File: src/hw/rtl/kgd_pkg.sv
package kgd_pkg;

  localparam int CNT_W   = 16;
  localparam int CFG_W   = 16;
  localparam int CFG_IDX_W = 2;

  localparam logic [CNT_W-1:0] CLICK_WINDOW_RST = 16'd50;
  localparam logic [CNT_W-1:0] HOLD_PERIOD_RST  = 16'd100;
  localparam logic [CNT_W-1:0] CNT_MAX          = 16'hFFFF;

  typedef enum logic [CFG_IDX_W-1:0] {
    CFG_CLICK_WINDOW = 2'd0,
    CFG_HOLD_PERIOD  = 2'd1
  } cfg_idx_t;

  // Events and count produced for one tick.
  typedef struct packed {
    logic             press;
    logic             release_ev;
    logic             click;
    logic             hold;
    logic [CNT_W-1:0] hold_count;
  } kgd_result_t;

endpackage

File: src/hw/rtl/kgd_core.sv
module kgd_core import kgd_pkg::*; (
  input  logic                 clk,
  input  logic                 rst_n,
  input  logic                 cfg_wr_en,
  input  logic [CFG_IDX_W-1:0] cfg_index,
  input  logic [CFG_W-1:0]     cfg_wdata,
  input  logic                 step_en,
  input  logic                 key_level,
  output kgd_result_t          result
);

  logic [CNT_W-1:0] click_window_r;
  logic [CNT_W-1:0] hold_period_r;
  logic             last_level_r;
  logic [CNT_W-1:0] click_rem_r;
  logic [CNT_W-1:0] hold_rem_r;
  logic [CNT_W-1:0] repeat_cnt_r;

  logic             last_level_nxt;
  logic [CNT_W-1:0] click_rem_nxt;
  logic [CNT_W-1:0] hold_rem_nxt;
  logic [CNT_W-1:0] repeat_cnt_nxt;
  logic [CNT_W-1:0] click_a;
  logic [CNT_W-1:0] hold_a;
  logic [CNT_W-1:0] cnt_a;

  always_comb begin
    click_a = click_rem_r;
    hold_a  = hold_rem_r;
    cnt_a   = repeat_cnt_r;
    result  = '0;

    // Level change: press reloads both timers, release cancels the hold.
    if (key_level != last_level_r) begin
      if (!key_level) begin
        result.press = 1'b1;
        click_a = click_window_r;
        hold_a  = hold_period_r;
        cnt_a   = '0;
      end else begin
        result.release_ev = 1'b1;
        hold_a = '0;
        cnt_a  = '0;
        if (click_rem_r > CNT_W'(1)) begin
          result.click = 1'b1;
          click_a = '0;
        end
      end
    end

    // Hold period expiry, with a saturating repeat count.
    if (hold_a == CNT_W'(1)) begin
      result.hold = 1'b1;
      hold_a = hold_period_r;
      if (cnt_a != CNT_MAX) begin
        cnt_a = cnt_a + CNT_W'(1);
      end
    end

    result.hold_count = cnt_a;

    if (click_a > CNT_W'(1)) begin
      click_a = click_a - CNT_W'(1);
    end
    if (hold_a > CNT_W'(1)) begin
      hold_a = hold_a - CNT_W'(1);
    end

    last_level_nxt = key_level;
    click_rem_nxt  = click_a;
    hold_rem_nxt   = hold_a;
    repeat_cnt_nxt = cnt_a;
  end

  always_ff @(posedge clk) begin
    if (!rst_n) begin
      click_window_r <= CLICK_WINDOW_RST;
      hold_period_r  <= HOLD_PERIOD_RST;
      last_level_r   <= 1'b1;
      click_rem_r    <= '0;
      hold_rem_r     <= '0;
      repeat_cnt_r   <= '0;
    end else begin
      if (cfg_wr_en) begin
        case (cfg_index)
          CFG_CLICK_WINDOW: click_window_r <= cfg_wdata;
          CFG_HOLD_PERIOD:  hold_period_r  <= cfg_wdata;
          default: ;
        endcase
      end
      if (step_en) begin
        last_level_r <= last_level_nxt;
        click_rem_r  <= click_rem_nxt;
        hold_rem_r   <= hold_rem_nxt;
        repeat_cnt_r <= repeat_cnt_nxt;
      end
    end
  end

  a_click_needs_release: assert property (@(posedge clk) disable iff (!rst_n)
    result.click |-> result.release_ev)
    else $error("click without release");

  a_no_hold_on_release: assert property (@(posedge clk) disable iff (!rst_n)
    result.release_ev |-> (!result.hold && result.hold_count == '0))
    else $error("hold activity on release tick");

  a_press_count: assert property (@(posedge clk) disable iff (!rst_n)
    result.press |-> (result.hold_count == CNT_W'(result.hold)))
    else $error("hold count not restarted on press");

  a_count_held: assert property (@(posedge clk) disable iff (!rst_n)
    (step_en && !result.hold && !result.press && !result.release_ev)
      |=> $stable(repeat_cnt_r))
    else $error("repeat count moved without a hold event");

endmodule

File: src/hw/rtl/key_gesture_detector.sv
// Key gesture detector.
// Each input transaction is one timer tick carrying the debounced, active-low
// key level (0 pressed, 1 released). For every input transaction the block
// returns exactly one output transaction with press, release, click and hold
// pulses for that tick, plus the running hold repeat count (saturating).
// Two configuration registers, click window (index 0) and hold period
// (index 1), are written through the cfg_ port; a new value takes effect the
// next time the matching timer is loaded (a press for both, and every hold
// event as well for the hold period).
// The tick is captured in an input register, evaluated by the gesture logic
// and captured in the output register. Throughput is one transaction per
// cycle while the receiver does not stall; the gesture state update is a
// single compare and decrement step, so ticks can follow back to back.
// When the receiver stalls, the output register holds its transaction and the
// input register can still take one more tick; in_stall rises only when both
// are full and the output stays stalled.
// Synchronous reset clears both pipeline registers, restores the register
// defaults (50 and 100) and returns the key state to released with all timers
// and the hold count at zero.
module key_gesture_detector import kgd_pkg::*; (
  input  logic                 clk,
  input  logic                 rst_n,
  input  logic                 cfg_wr_en,
  input  logic [CFG_IDX_W-1:0] cfg_index,
  input  logic [CFG_W-1:0]     cfg_wdata,
  input  logic                 in_valid,
  output logic                 in_stall,
  input  logic                 in_key_level,
  output logic                 out_valid,
  input  logic                 out_stall,
  output logic                 out_press_event,
  output logic                 out_release_event,
  output logic                 out_click_event,
  output logic                 out_hold_event,
  output logic [CNT_W-1:0]     out_hold_count
);

  logic        s1_valid_r;
  logic        s1_level_r;
  logic        out_valid_r;
  kgd_result_t out_res_r;
  kgd_result_t step_res;
  logic        out_free;
  logic        step_en;
  logic        in_take;

  // The output register is free when empty or being drained this cycle.
  assign out_free = !out_valid_r || !out_stall;
  // The captured tick is evaluated and its state committed as it moves on.
  assign step_en  = s1_valid_r && out_free;
  assign in_stall = s1_valid_r && !out_free;
  assign in_take  = in_valid && !in_stall;

  kgd_core u_core (
    .clk       (clk),
    .rst_n     (rst_n),
    .cfg_wr_en (cfg_wr_en),
    .cfg_index (cfg_index),
    .cfg_wdata (cfg_wdata),
    .step_en   (step_en),
    .key_level (s1_level_r),
    .result    (step_res)
  );

  always_ff @(posedge clk) begin
    if (!rst_n) begin
      s1_valid_r  <= 1'b0;
      out_valid_r <= 1'b0;
    end else begin
      if (in_take) begin
        s1_valid_r <= 1'b1;
      end else if (step_en) begin
        s1_valid_r <= 1'b0;
      end
      if (step_en) begin
        out_valid_r <= 1'b1;
      end else if (!out_stall) begin
        out_valid_r <= 1'b0;
      end
    end
    if (in_take) begin
      s1_level_r <= in_key_level;
    end
    if (step_en) begin
      out_res_r <= step_res;
    end
  end

  assign out_valid         = out_valid_r;
  assign out_press_event   = out_res_r.press;
  assign out_release_event = out_res_r.release_ev;
  assign out_click_event   = out_res_r.click;
  assign out_hold_event    = out_res_r.hold;
  assign out_hold_count    = out_res_r.hold_count;

  a_out_hold: assert property (@(posedge clk) disable iff (!rst_n)
    (out_valid && out_stall) |=> (out_valid && $stable(out_res_r)))
    else $error("stalled output transaction changed");

  a_stall_full: assert property (@(posedge clk) disable iff (!rst_n)
    in_stall |-> (s1_valid_r && out_valid_r))
    else $error("input stalled with free pipeline space");

  a_no_loss: assert property (@(posedge clk) disable iff (!rst_n)
    (s1_valid_r && !step_en) |=> s1_valid_r)
    else $error("pending tick dropped");

endmodule

File: config.mk
export PLATFORM = sky130hd
export DESIGN_NAME = key_gesture_detector
export DESIGN_NICKNAME = d
export VERILOG_FILES = /design/src/hw/rtl/kgd_pkg.sv /design/src/hw/rtl/kgd_core.sv /design/src/hw/rtl/key_gesture_detector.sv
export SDC_FILE = /design/constraint.sdc
export NUM_CORES = 1
export LEC_CHECK = 0
export BUFFER_PORTS_ARGS = -buffer_cell sky130_fd_sc_hd__buf_2
export CAP_MARGIN = 0
export CORE_MARGIN = 5
export CORE_UTILIZATION = 55
export CTS_CLUSTER_DIAMETER = 50
export CTS_CLUSTER_SIZE = 24
export DETAILED_ROUTE_END_ITERATION = 16
export PLACE_DENSITY = 0.75
export SKIP_CTS_REPAIR_TIMING = 1
export SYNTH_ARGS = -nofsm -noshare
export SYNTH_HDL_FRONTEND = slang
export SYNTH_SLANG_ARGS = --single-unit
File: constraint.sdc
create_clock -name clk -period 5.3 [get_ports clk]
set_input_delay 1.06 -clock clk [delete_from_list [all_inputs] [get_ports clk]]
set_output_delay 1.06 -clock clk [all_outputs]
set_load 0.005 [all_outputs]
; ---- Word level (Yosys, flattened, before mapping)
; Cells that the tools add are included.
[op_classes]
n_eq_ne = 5
n_lt_le_gt_ge = 3
muxes = 19
reduce_logical = 13
add_sub_neg = 3
[op_table]
columns = operator, n
row1 = 2-to-1 mux 16 bit, 11
row2 = "> comparator 16 x 1 -> 1 bit, second input constant", 3
row3 = "subtractor 16 x 1 -> 16 bit, second input constant", 2
row4 = "adder 16 x 1 -> 16 bit, second input constant", 1
row5 = "== test 16 x 1 -> 1 bit, second input constant", 1
row6 = "inequality test 16 bit, second input constant", 1
row7 = 2-to-1 mux 1 bit, 7
row8 = AND reduction 2 bit, 3
row9 = logical NOT 1 bit, 4
row10 = logical AND 1 bit, 3
row11 = "== test 2 x 1 -> 1 bit, second input constant", 1
row12 = logical NOT 2 bit, 1
row13 = 2-to-1 mux 2 bit, 1
row14 = "inequality test 2 x 1 -> 1 bit, second input constant", 1
row15 = nonzero test 2 bit, 1
row16 = logical OR 1 bit, 1
row17 = inequality test 1 bit, 1
[totals]
in_bits = 24
output_inout_bits = 22
regBits = 104
word_cells = 57

; ---- Longest topological paths before layout
; Gate-level depths: netlist of the first run.
[logic_depth]
word_depth = 7
depth_mapped = 18
depth_no_buf = 14

; ---- Cells and area by module
; Synthesis of the first run repeated with hierarchy kept, for this count alone.
[hier_totals]
hier_cells = 721
hier_area_um2 = 5947.0
[modules_own_cells]
columns = mod, seq_area_each_um2, cells_per_inst, area_per_inst_um2, instances
row1 = kgd_core, 1621.6, 692, 5232.5, 1
row2 = key_gesture_detector, 670.6, 29, 714.4, 1

; ---- Worst setup path before layout of the first run
; OpenSTA, ideal clock, no wires.
[synth_path]
path_type = register -> register
startpoint = register s1_level_r
endpoint = register out_res_r, in the netlist out_hold_count[5] (data pin)
required_time_ps = 5045
period_less_slack_ps = 3727
t_arrival_ps = 3472
slack_ps = 1573
stages_incl_launch_ff = 18
n_path_buf = 6
setup_time_ps = 255
path_cell_list = edfxtp_1 > ha_1 > buf_2 > buf_2 > clkbuf_1 > clkbuf_1 > clkbuf_1 > nand2_1 > inv_1 > ha_1 > nand2_1 > nor3_1 > nand2_1 > and4_1 > buf_2 > and3_1 > xor2_1 > and2_1
[synth_lines]
columns = item, line
row1 = "start, declared", key_gesture_detector.sv:39  ; logic s1_level_r;
row2 = "start signal, assigned", key_gesture_detector.sv:82  ; s1_level_r <= in_key_level;
row3 = "end signal, assigned", key_gesture_detector.sv:85  ; out_res_r <= step_res;
row4 = "end, declared", key_gesture_detector.sv:41  ; kgd_result_t out_res_r;

; ---- Worst setup path after layout of the first run
[layout_path]
startpoint = register s1_level_r
endpoint = register u_core.hold_rem_r[14]
[layout_via]
elab_chain_len = 6
elab_cells_between_ends = 8
classes_between = 1 x add/sub / 1 x order compare / 2 x eq/ne / 4 x mux
[layout_lines]
columns = item, line
row1 = 2-to-1 mux 16 bit or inequality test 1 bit (tied branches), "kgd_core.sv:35, kgd_core.sv:34"
row2 = 2-to-1 mux 16 bit *, kgd_core.sv:34  ; if (key_level != last_level_r) begin
row3 = == test 16 x 1 -> 1 bit, kgd_core.sv:52  ; if (hold_a == CNT_W'(1)) begin
row4 = 2-to-1 mux 16 bit *, kgd_core.sv:52
row5 = subtractor 16 x 1 -> 16 bit or > comparator 16 x 1 -> 1 bit (tied branches), "kgd_core.sv:66, kgd_core.sv:65"
row6 = 2-to-1 mux 16 bit *, kgd_core.sv:65  ; if (hold_a > CNT_W'(1)) begin
row7 = "end signal, assigned", kgd_core.sv:94  ; hold_rem_r <= hold_rem_nxt;
row8 = "end, declared", kgd_core.sv:16  ; logic [CNT_W-1:0] hold_rem_r;
; Every way passes the cells marked *; elsewhere a longest branch is shown, timed or not.
; A chain may end at the register's enable or synchronous reset.

==> metrics.txt, run 1 <==
status=finished clean; final setup fails=0; DRT antenna net count=0; Cell Area, Synth=5830 um2; Sw Pwr=0.000612 W; Flop pwr share=0.492; Finished Layout Cells=892; Num Clock Sinks=104; most common cell after layout, fill and taps aside=nand2_1; Peak VDD IR=0.000184 V; DR iter-0 viols=718; top-level I/O count=46; number of buffers created by CTS=9; mux share of post-synthesis cell area=0.0125; final WL=16.6 mm; TritonCTS clock tree=built; # nets final=781; Buf/Inv on CP=1; xor/xnor share of the synthesized area=0.0271; max frequency=239 MHz; multi-input logic area=3290 um2; TNS Setup=0 ns; Req. time, crit path=5.59 ns; post-synthesis sequential area ratio=0.393; cell chain of the critical path=ha_2 > or2_1 > o21ai_2 > or3_1 > o21ai_1 > a22oi_1 > ha_1 > inv_1 > a211oi_1 > nand3_2 > or2_1 > o311ai_1; most frequent cells in the layout=nand2_1 (124), dfxtp_1 (83), a21oi_1 (55); CP max stage cell=a211oi_1; Power Internal=0.00119 W; fin crit share=0.790; predominant post-synthesis flop cell=dfxtp_1; CP Max Fanout=10; Slew headroom=0.377; Slew Viols, Final=0; core area=10300 um2; WP data arrival=4.47 ns; diodes inserted=0; overall routing resource usage=0.264; Pleak=2.33 nW; vias post-DR=5724; post-placement cell count=876; yosys warns=0; Synth Area in Compound Gates=0.247; number of fill cells in the layout=927; largest stage delay on the critical path=0.50 ns; P&R area growth vs syn=7.92%; Skew-Pair Late Insertion Delay=0.37 ns; EDFF count, synth=21; # H-tree levels=3; class of the worst hold path=reg -> reg; adder-cell share of the synthesized area=0.0129; Post-synth ARST share=0; DR vias/cell=6.42; largest net degree at the start of global routing=65; DP Wirelength=11.6 mm; Fin. Hold Viols=0; Post-Route Utilization=0.609; first-pass GRT wire length=27.3 mm; Clk pwr share=0.256; Distinct cells, synth=73; initial antenna violation count=0; sw frac=0.340; Synth area leader=dfxtp_1; gpl congestion=0.974; simple-gate share of the synthesized area=0.265; number of global-route vias before repair=5404; reported max-cap violation count=0; pwr/cell area=286 nW/um2; Synth area leaders=dfxtp_1 (29%), edfxtp_1 (11%), nand2_1 (8.0%); most used cell along the critical path=or2_1; Initial Util=0.565; post-synth top area share=0.285; die area=12800 um2; CTS root buffer=clkbuf_8; Die H=113 um; total gr overflow=0; Seq cells post-synth=104; Clock Skew=0.00713 ns; Comb power frac=0.252; Die W=113 um; RSZ-0062 raised after global routing=false; crit end category=register; Mean Syn Cell Area=7.97 um2; Worst-path clk slew=0.10 ns; DR pass1 iterations=6; Post-Syn Instances=731; main combinational cell family by area after synthesis=simple AND/OR/NAND/NOR gates; wire per inst=18.6 um; Std-Cell Rows=37; Max clock buf depth=2; delay-heaviest family, CP=compound AO/OA/AOI/OAI gates; kind of start point of the critical path=register; number of remaining DRC errors=0; Worst-Margin Slew=0.934 ns; Tmin final=4.19 ns; synthesized net count=761; Reg area=2290 um2; kind of critical path=reg -> reg; share of post-route cells with drive strength above 1=0.127; IO buf count=45
-- cells by family after synthesis --
| logic type | count (synthesis) |
|---|---|
| compound gates | 218 |
| buf+inv | 61 |
| xor+xnor | 18 |
| simple gates | 317 |
| flops | 104 |
| mux | 7 |
| fa+ha+maj | 6 |
-- worst reg2reg max path, delay by kind of cell (launching register included) --
family | cells | cell delay [ns]
AOI/OAI and AO/OA | 5 | 1.65
adders and majority gates | 2 | 0.67
buffers and inverters | 1 | 0.09
DFF | 1 | 0.43
and+or+nand+nor | 4 | 1.23
-- Yosys cell counts (all sizes together), types with 10 or more instances --
cell type  count
a21oi         56
a22oi         15
a31oi         10
and3          11
buf           11
clkbuf        36
dfxtp         83
edfxtp        21
inv           14
nand2        125
nand3         38
nand4         13
nor2          48
nor3          19
nor4          10
o21ai         57
o31ai         11
xor2          10
-- per-layer routing --
metal  up-vias  GRT usage  share of wire
li1       2726          -              -
met1      2705      0.353           0.44
met2       256      0.421           0.45
met3        37     0.0503          0.081
met4         0      0.108          0.025
met5         -          0              0
-- power groups by stage --
stage                     sequential [W]  combinational, W  clock, W
after floorplan                 0.000891          0.000329         0
after global placement          0.000903          0.000435         0
after detailed placement        0.000903          0.000441         0
after CTS                       0.000885          0.000443  0.000472
after global routing            0.000892          0.000498  0.000516
final                           0.000887          0.000453  0.000461
-- area by class of cell --
cell class,count,area share
flip-flops and latches,104,0.364
repair buffers,56,0.0489
clock buffers,12,0.0231
multi-input cells,566,0.524
inverters,14,0.00835
well taps,136,0.0271
clock inverters,4,0.00438
-- registers in the layout, summed over array words and instances, names as in the netlist --
register / cells
u_core.repeat_cnt_r: 16
u_core.hold_period_r: 16
out_hold_event: 1
out_valid: 1
s1_level_r: 1
out_press_event: 1
u_core.click_window_r: 16
u_core.click_rem_r: 16
u_core.last_level_r: 1
out_release_event: 1
out_click_event: 1
u_core.hold_rem_r: 16
s1_valid_r: 1
out_hold_count: 16
-- stage by stage --
step	hold WS, ns	instance area [um2]	setup WS [ns]	power, W
final	0.481	6290	1.11	0.00180
after global routing	0.509	6290	0.771	0.00191
after CTS	0.482	6290	1.20	0.00180
after detailed placement	0.458	6120	1.22	0.00134
after global placement	0.448	6120	1.35	0.00134
after floorplan	0.432	5830	1.57	0.00122
-- final timing paths --
| check | from | end | slack (ns) | cells after the start |
|---|---|---|---|---|
| hold reg to reg | u_core.click_window_r[14] | u_core.click_window_r[14] | 0.48 | 2 |
| setup / recovery | s1_level_r | u_core.hold_rem_r[14] | 1.11 | 12 |
| hold / removal | u_core.click_window_r[14] | u_core.click_window_r[14] | 0.48 | 2 |
| setup reg to reg | s1_level_r | u_core.hold_rem_r[14] | 1.11 | 12 |
(Power assumes the default switching activity.)
==> run 2, diff against run 1 <==
PLACE_DENSITY = 0.78   (was 0.75)
clock period = 3.4 ns   (was 5.3 ns; I/O delays follow)
==> run 2 against run 1 <==
Compared with the run above:
- clock-buffer cell count is 1 lower
- flip-flop and latch count unchanged
- power increased by 64%
- global-route usage up 0.21 points
- wire length grew 2.5%
- sequential share of layout area fell by 1.7 points
- non-clock buffer count grew 25
- register-to-register slack got worse by 0.97 ns
==> metrics.txt, run 2 (synthesis results as in run 1) <==
Fin. Hold Viols=0 (unchanged); crit end category=register; hold depth=2 (unchanged); DR iter-0 viols=720 (+0.28%); final setup fails=0 (unchanged); CTS root buffer=clkbuf_8; DRT antenna net count=0 (unchanged); initial antenna violation count=0 (unchanged); Place WS=-0.00154 ns (-1.22 ns); DR vias/cell=6.54 (+1.9%); gpl congestion=1.00 (+3.0%); final WL=17.0 mm (+2.5%); pwr/cell area=449 nW/um2 (+57%); # nets final=806 (+3.2%); Reg2Reg Depth=13 (+1); top-level I/O count=46 (unchanged); Die H=113 um (unchanged); kind of critical path=reg -> reg; status=finished clean; total gr overflow=0 (unchanged); wire per inst=18.6 um (-0.32%); Worst-Margin Slew=0.567 ns (-0.367 ns); most common cell after layout, fill and taps aside=nand2_1; DR pass1 iterations=5 (-1); diodes inserted=0 (unchanged); kind of start point of the critical path=register; class of the worst hold path=reg -> reg; Std-Cell Rows=37 (unchanged); number of buffers created by CTS=9 (unchanged); first-pass GRT wire length=28.0 mm (+2.5%); DP Wirelength=12.2 mm (+5.1%); Slew Viols, Final=0 (unchanged); Post-Route Utilization=0.638 (+0.0291); Tmin final=3.25 ns (-0.933 ns); WP data arrival=3.54 ns (-0.93 ns); Req. time, crit path=3.68 ns (-1.91 ns); largest net degree at the start of global routing=47 (-28%); Max clock buf depth=2 (unchanged); share of post-route cells with drive strength above 1=0.175 (+0.0484); P&R area growth vs syn=13.1%; Slew headroom=0.621 (+0.244); number of fill cells in the layout=891 (-3.9%); overall routing resource usage=0.267 (+0.00213); Peak VDD IR=0.000231 V (+26%); fin crit share=0.957 (+0.167); Initial Util=0.565 (unchanged); Final WS setup=0.146 ns (-0.967 ns); number of global-route vias before repair=5650 (+4.6%); Num Clock Sinks=104 (unchanged); IO buf count=45 (unchanged); number of remaining DRC errors=0 (unchanged); Pleak=2.49 nW (+6.5%); max frequency=307 MHz (+29%); Clock Skew=0.00777 ns (+0.000640 ns); # H-tree levels=3 (unchanged); most frequent cells in the layout=nand2_1 (124), dfxtp_1 (83), a21oi_1 (55); Die W=113 um (unchanged); Skew-Pair Late Insertion Delay=0.37 ns (about the same); TritonCTS clock tree=built; core area=10300 um2 (unchanged); reported max-cap violation count=0 (unchanged); Worst-path clk slew=0.11 ns (about the same); CP Max Fanout=8 (-2); vias post-DR=5999 (+4.8%); Final Power=0.00296 W (+64%); die area=12800 um2 (unchanged)
[run 2: path summary, 6_finish.rpt]
kind | from | end | slack, ns
max | s1_level_r | u_core.hold_rem_r[14] | 0.15
min | u_core.click_window_r[11] | u_core.click_window_r[11] | 0.46
max reg2reg | s1_level_r | u_core.hold_rem_r[14] | 0.15
min reg2reg | u_core.click_window_r[11] | u_core.click_window_r[11] | 0.46
[run 2: area by class of cell]
cell class	count	area (um2)	area share
clock buffers	11	151	0.0230
clock inverters	5	43.8	0.00665
inverters	14	52.6	0.00797
multi-input cells	566	3380	0.514
flip-flops and latches	104	2290	0.348
well taps	136	170	0.0258
repair buffers	81	495	0.0752
[run 2: report_power, final]
part,switching (W),internal (W)
registers,0.0000617,0.00132
clock network,0.000464,0.000321
logic,0.000493,0.000302
total,0.00102,0.00194
[run 2: metrics by stage]
stage	hold slack, ns	setup TNS [ns]	cells	instance area (um2)
floorplan	0.432	-0.0159	731	5880
global placement	0.446	0	900	6340
detailed placement	0.447	-0.00154	900	6340
CTS	0.462	-0.0295	916	6540
global route	0.494	-0.0847	917	6590
finish	0.462	0	917	6590
[run 2: critical path, stage by stage, from the launching register on]
cell and delay, ns:
edfxtp_1 0.46, ha_4 0.29, or2_4 0.27, o22a_2 0.28, or3_4 0.36, o21ai_4 0.15
a22oi_2 0.09, ha_2 0.22, nor2_2 0.16, nor4_1 0.07, o31ai_2 0.08, nand3_2 0.19
or2_1 0.28, o311ai_2 0.26
[run 2: routing by layer]
layer	vias to the layer above	part of all wire	track usage
li1	2782	-	-
met2	372	0.47	0.453
met5	-	0	0
met4	0	0.024	0.0785
met3	45	0.089	0.0369
met1	2800	0.41	0.354
==> run 3, diff against run 2 <==
CORE_ASPECT_RATIO = 1.25   (was default)
SETUP_SLACK_MARGIN = 0.3   (was default)
==> run 3 against run 2 <==
Compared with the run above:
- non-clock buffer count rose by 27
- final area rose by 7.7%
- clock-buffer cell count fell by 1
- die area barely moved
- hold slack got worse by 0.0098 ns
- clock power rose by 29%
- power rose by 13%
- highest routed layer unchanged
- critical path type unchanged
- clock skew barely moved
- sequential power barely moved
- core utilization rose by 3.7 points
- worst setup slack improved by 0.046 ns
==> metrics.txt, run 3 (synthesis results as in run 1) <==
Slew headroom=0.580 (-0.0411); worst hold endpoint=u_core.click_window_r[11]; Tmin final=3.21 ns (-0.0464 ns); die area=12800 um2 (about the same); largest stage delay on the critical path=0.45 ns (about the same); largest net degree at the start of global routing=39 (-17%); most frequent cells in the layout=nand2_1 (122), dfxtp_1 (83), buf_4 (60); first-pass GRT wire length=29.0 mm (+3.8%); WP data arrival=3.49 ns (-0.05 ns); Max clock buf depth=2 (unchanged); kind of start point of the critical path=register; CTS root buffer=clkbuf_16; number of remaining DRC errors=0 (unchanged); class of the worst hold path=reg -> reg; cell chain of the critical path=ha_4 > or2_4 > o21ai_4 > or3_4 > o21ai_4 > a22oi_2 > ha_2 > nor2_4 > nor3_2 > o311a_4 > nand2_8 > a311o_1 > o211ai_1; wire per inst=20.0 um (+7.7%); # nets final=833 (+3.3%); Die W=102 um (-9.6%); TritonCTS clock tree=built; core area=10500 um2 (+1.8%); crit end category=register; Num Clock Sinks=104 (unchanged); P&R area growth vs syn=21.8%; RSZ-0062 raised after global routing=true; Die H=125 um (+11%); Std-Cell Rows=42 (+14%); DR pass1 iterations=6 (+1); Skew-Pair Late Insertion Delay=0.36 ns (about the same); overall routing resource usage=0.288 (+0.0218); IO buf count=45 (unchanged); hold depth=2 (unchanged); DP Wirelength=13.5 mm (+11%); Post-Route Utilization=0.676 (+0.0372); kind of critical path=reg -> reg; Worst R2R End=u_core.hold_rem_r[11]; Slew Viols, Final=0 (unchanged); final WL=18.8 mm (+10%); gpl congestion=0.943 (-6.0%); Buf/Inv on CP=0 (unchanged); Worst-path clk slew=0.08 ns (-0.03 ns); CP max stage cell=edfxtp_1; DRT antenna net count=0 (unchanged); most common cell after layout, fill and taps aside=nand2_1; final setup fails=0 (unchanged); Req. time, crit path=3.68 ns (about the same); TNS Setup=0 ns (unchanged); Clock Skew=0.00817 ns (+0.000401 ns); fin crit share=0.944 (-0.0136); number of global-route vias before repair=5616 (-0.60%); Worst-Margin Slew=0.625 ns (+0.0582 ns); CP Max Fanout=8 (unchanged); Initial Util=0.555 (-0.0100); hold_ws=0.452 ns (-0.00977 ns); DR iter-0 viols=592 (-18%); top-level I/O count=46 (unchanged); reported max-cap violation count=0 (unchanged); max frequency=312 MHz (+1.4%); DR vias/cell=6.50 (-0.61%); Reg2Reg Setup Slack=0.19 ns (+0.05 ns); initial antenna violation count=0 (unchanged); Peak VDD IR=0.000245 V (+5.9%); RR Startpoint=s1_level_r; Reg2Reg Depth=13 (unchanged); vias post-DR=6112 (+1.9%); Pleak=2.67 nW (+7.6%); share of post-route cells with drive strength above 1=0.229 (+0.0535); number of buffers created by CTS=9 (unchanged); # H-tree levels=3 (unchanged); status=finished clean; number of cells on the critical path=13 (unchanged); total gr overflow=0 (unchanged); most used cell along the critical path=o21ai_4; pwr/cell area=471 nW/um2 (+4.7%); delay-heaviest family, CP=compound AO/OA/AOI/OAI gates; diodes inserted=0 (unchanged); Fin. Hold Viols=0 (unchanged); hold path start=u_core.click_window_r[11]
run 3: worst min-delay path: cells and delay by family (launching register included):
family / cells / cell delay (ns)
AOI/OAI and AO/OA: 1 / 0.05
DFF: 1 / 0.31
and+or+nand+nor: 1 / 0.05
run 3: final cells by class:
cell class / instances / area (um2)
Clock buffer: 10 / 229
Clock inverter: 6 / 48.8
Fill cell: 880 / 3410
Inverter: 14 / 52.6
Multi-Input combinational cell: 566 / 3590
Sequential cell: 104 / 2290
Tap cell: 132 / 165
Timing Repair Buffer: 108 / 727
run 3: per-stage QoR:
stage	instance area [um2]	total power, W	std cells	worst slack, ns
global placement	6480	0.00220	910	0.0952
global route	7100	0.00349	940	0.0996
detailed placement	6480	0.00221	910	-0.00996
CTS	6760	0.00320	926	-0.0242
floorplan	5940	0.00193	731	0.0240
finish	7100	0.00334	940	0.192
run 3: layer usage:
metal  share of wire  global-route usage  up-vias
met2            0.49               0.466      318
met4           0.044               0.143        0
met1            0.39               0.367     2888
li1                -                   -     2844
met5               0                   0        -
met3           0.078              0.0485       62
run 3: how the worst max path moves through the flow:
| stage | startpoint | endpoint | slack, ns |
|---|---|---|---|
| 3_5_place_dp | s1_level_r | u_core.hold_rem_r[11] | -0.01 |
| 3_3_place_gp | s1_level_r | u_core.hold_rem_r[11] | 0.1 |
| 6_report | s1_level_r | u_core.hold_rem_r[11] | 0.19 |
| 5_1_grt | s1_level_r | u_core.hold_rem_r[11] | 0.1 |
| 4_1_cts | s1_level_r | u_core.hold_rem_r[11] | -0.02 |
| 2_1_floorplan | s1_level_r | u_core.hold_rem_r[15] | 0.02 |
run 3: power by group:
part / internal (W) / switching, W
sequential: 0.00132 / 0.0000596
clock: 0.000507 / 0.000499
combinational: 0.000389 / 0.000566
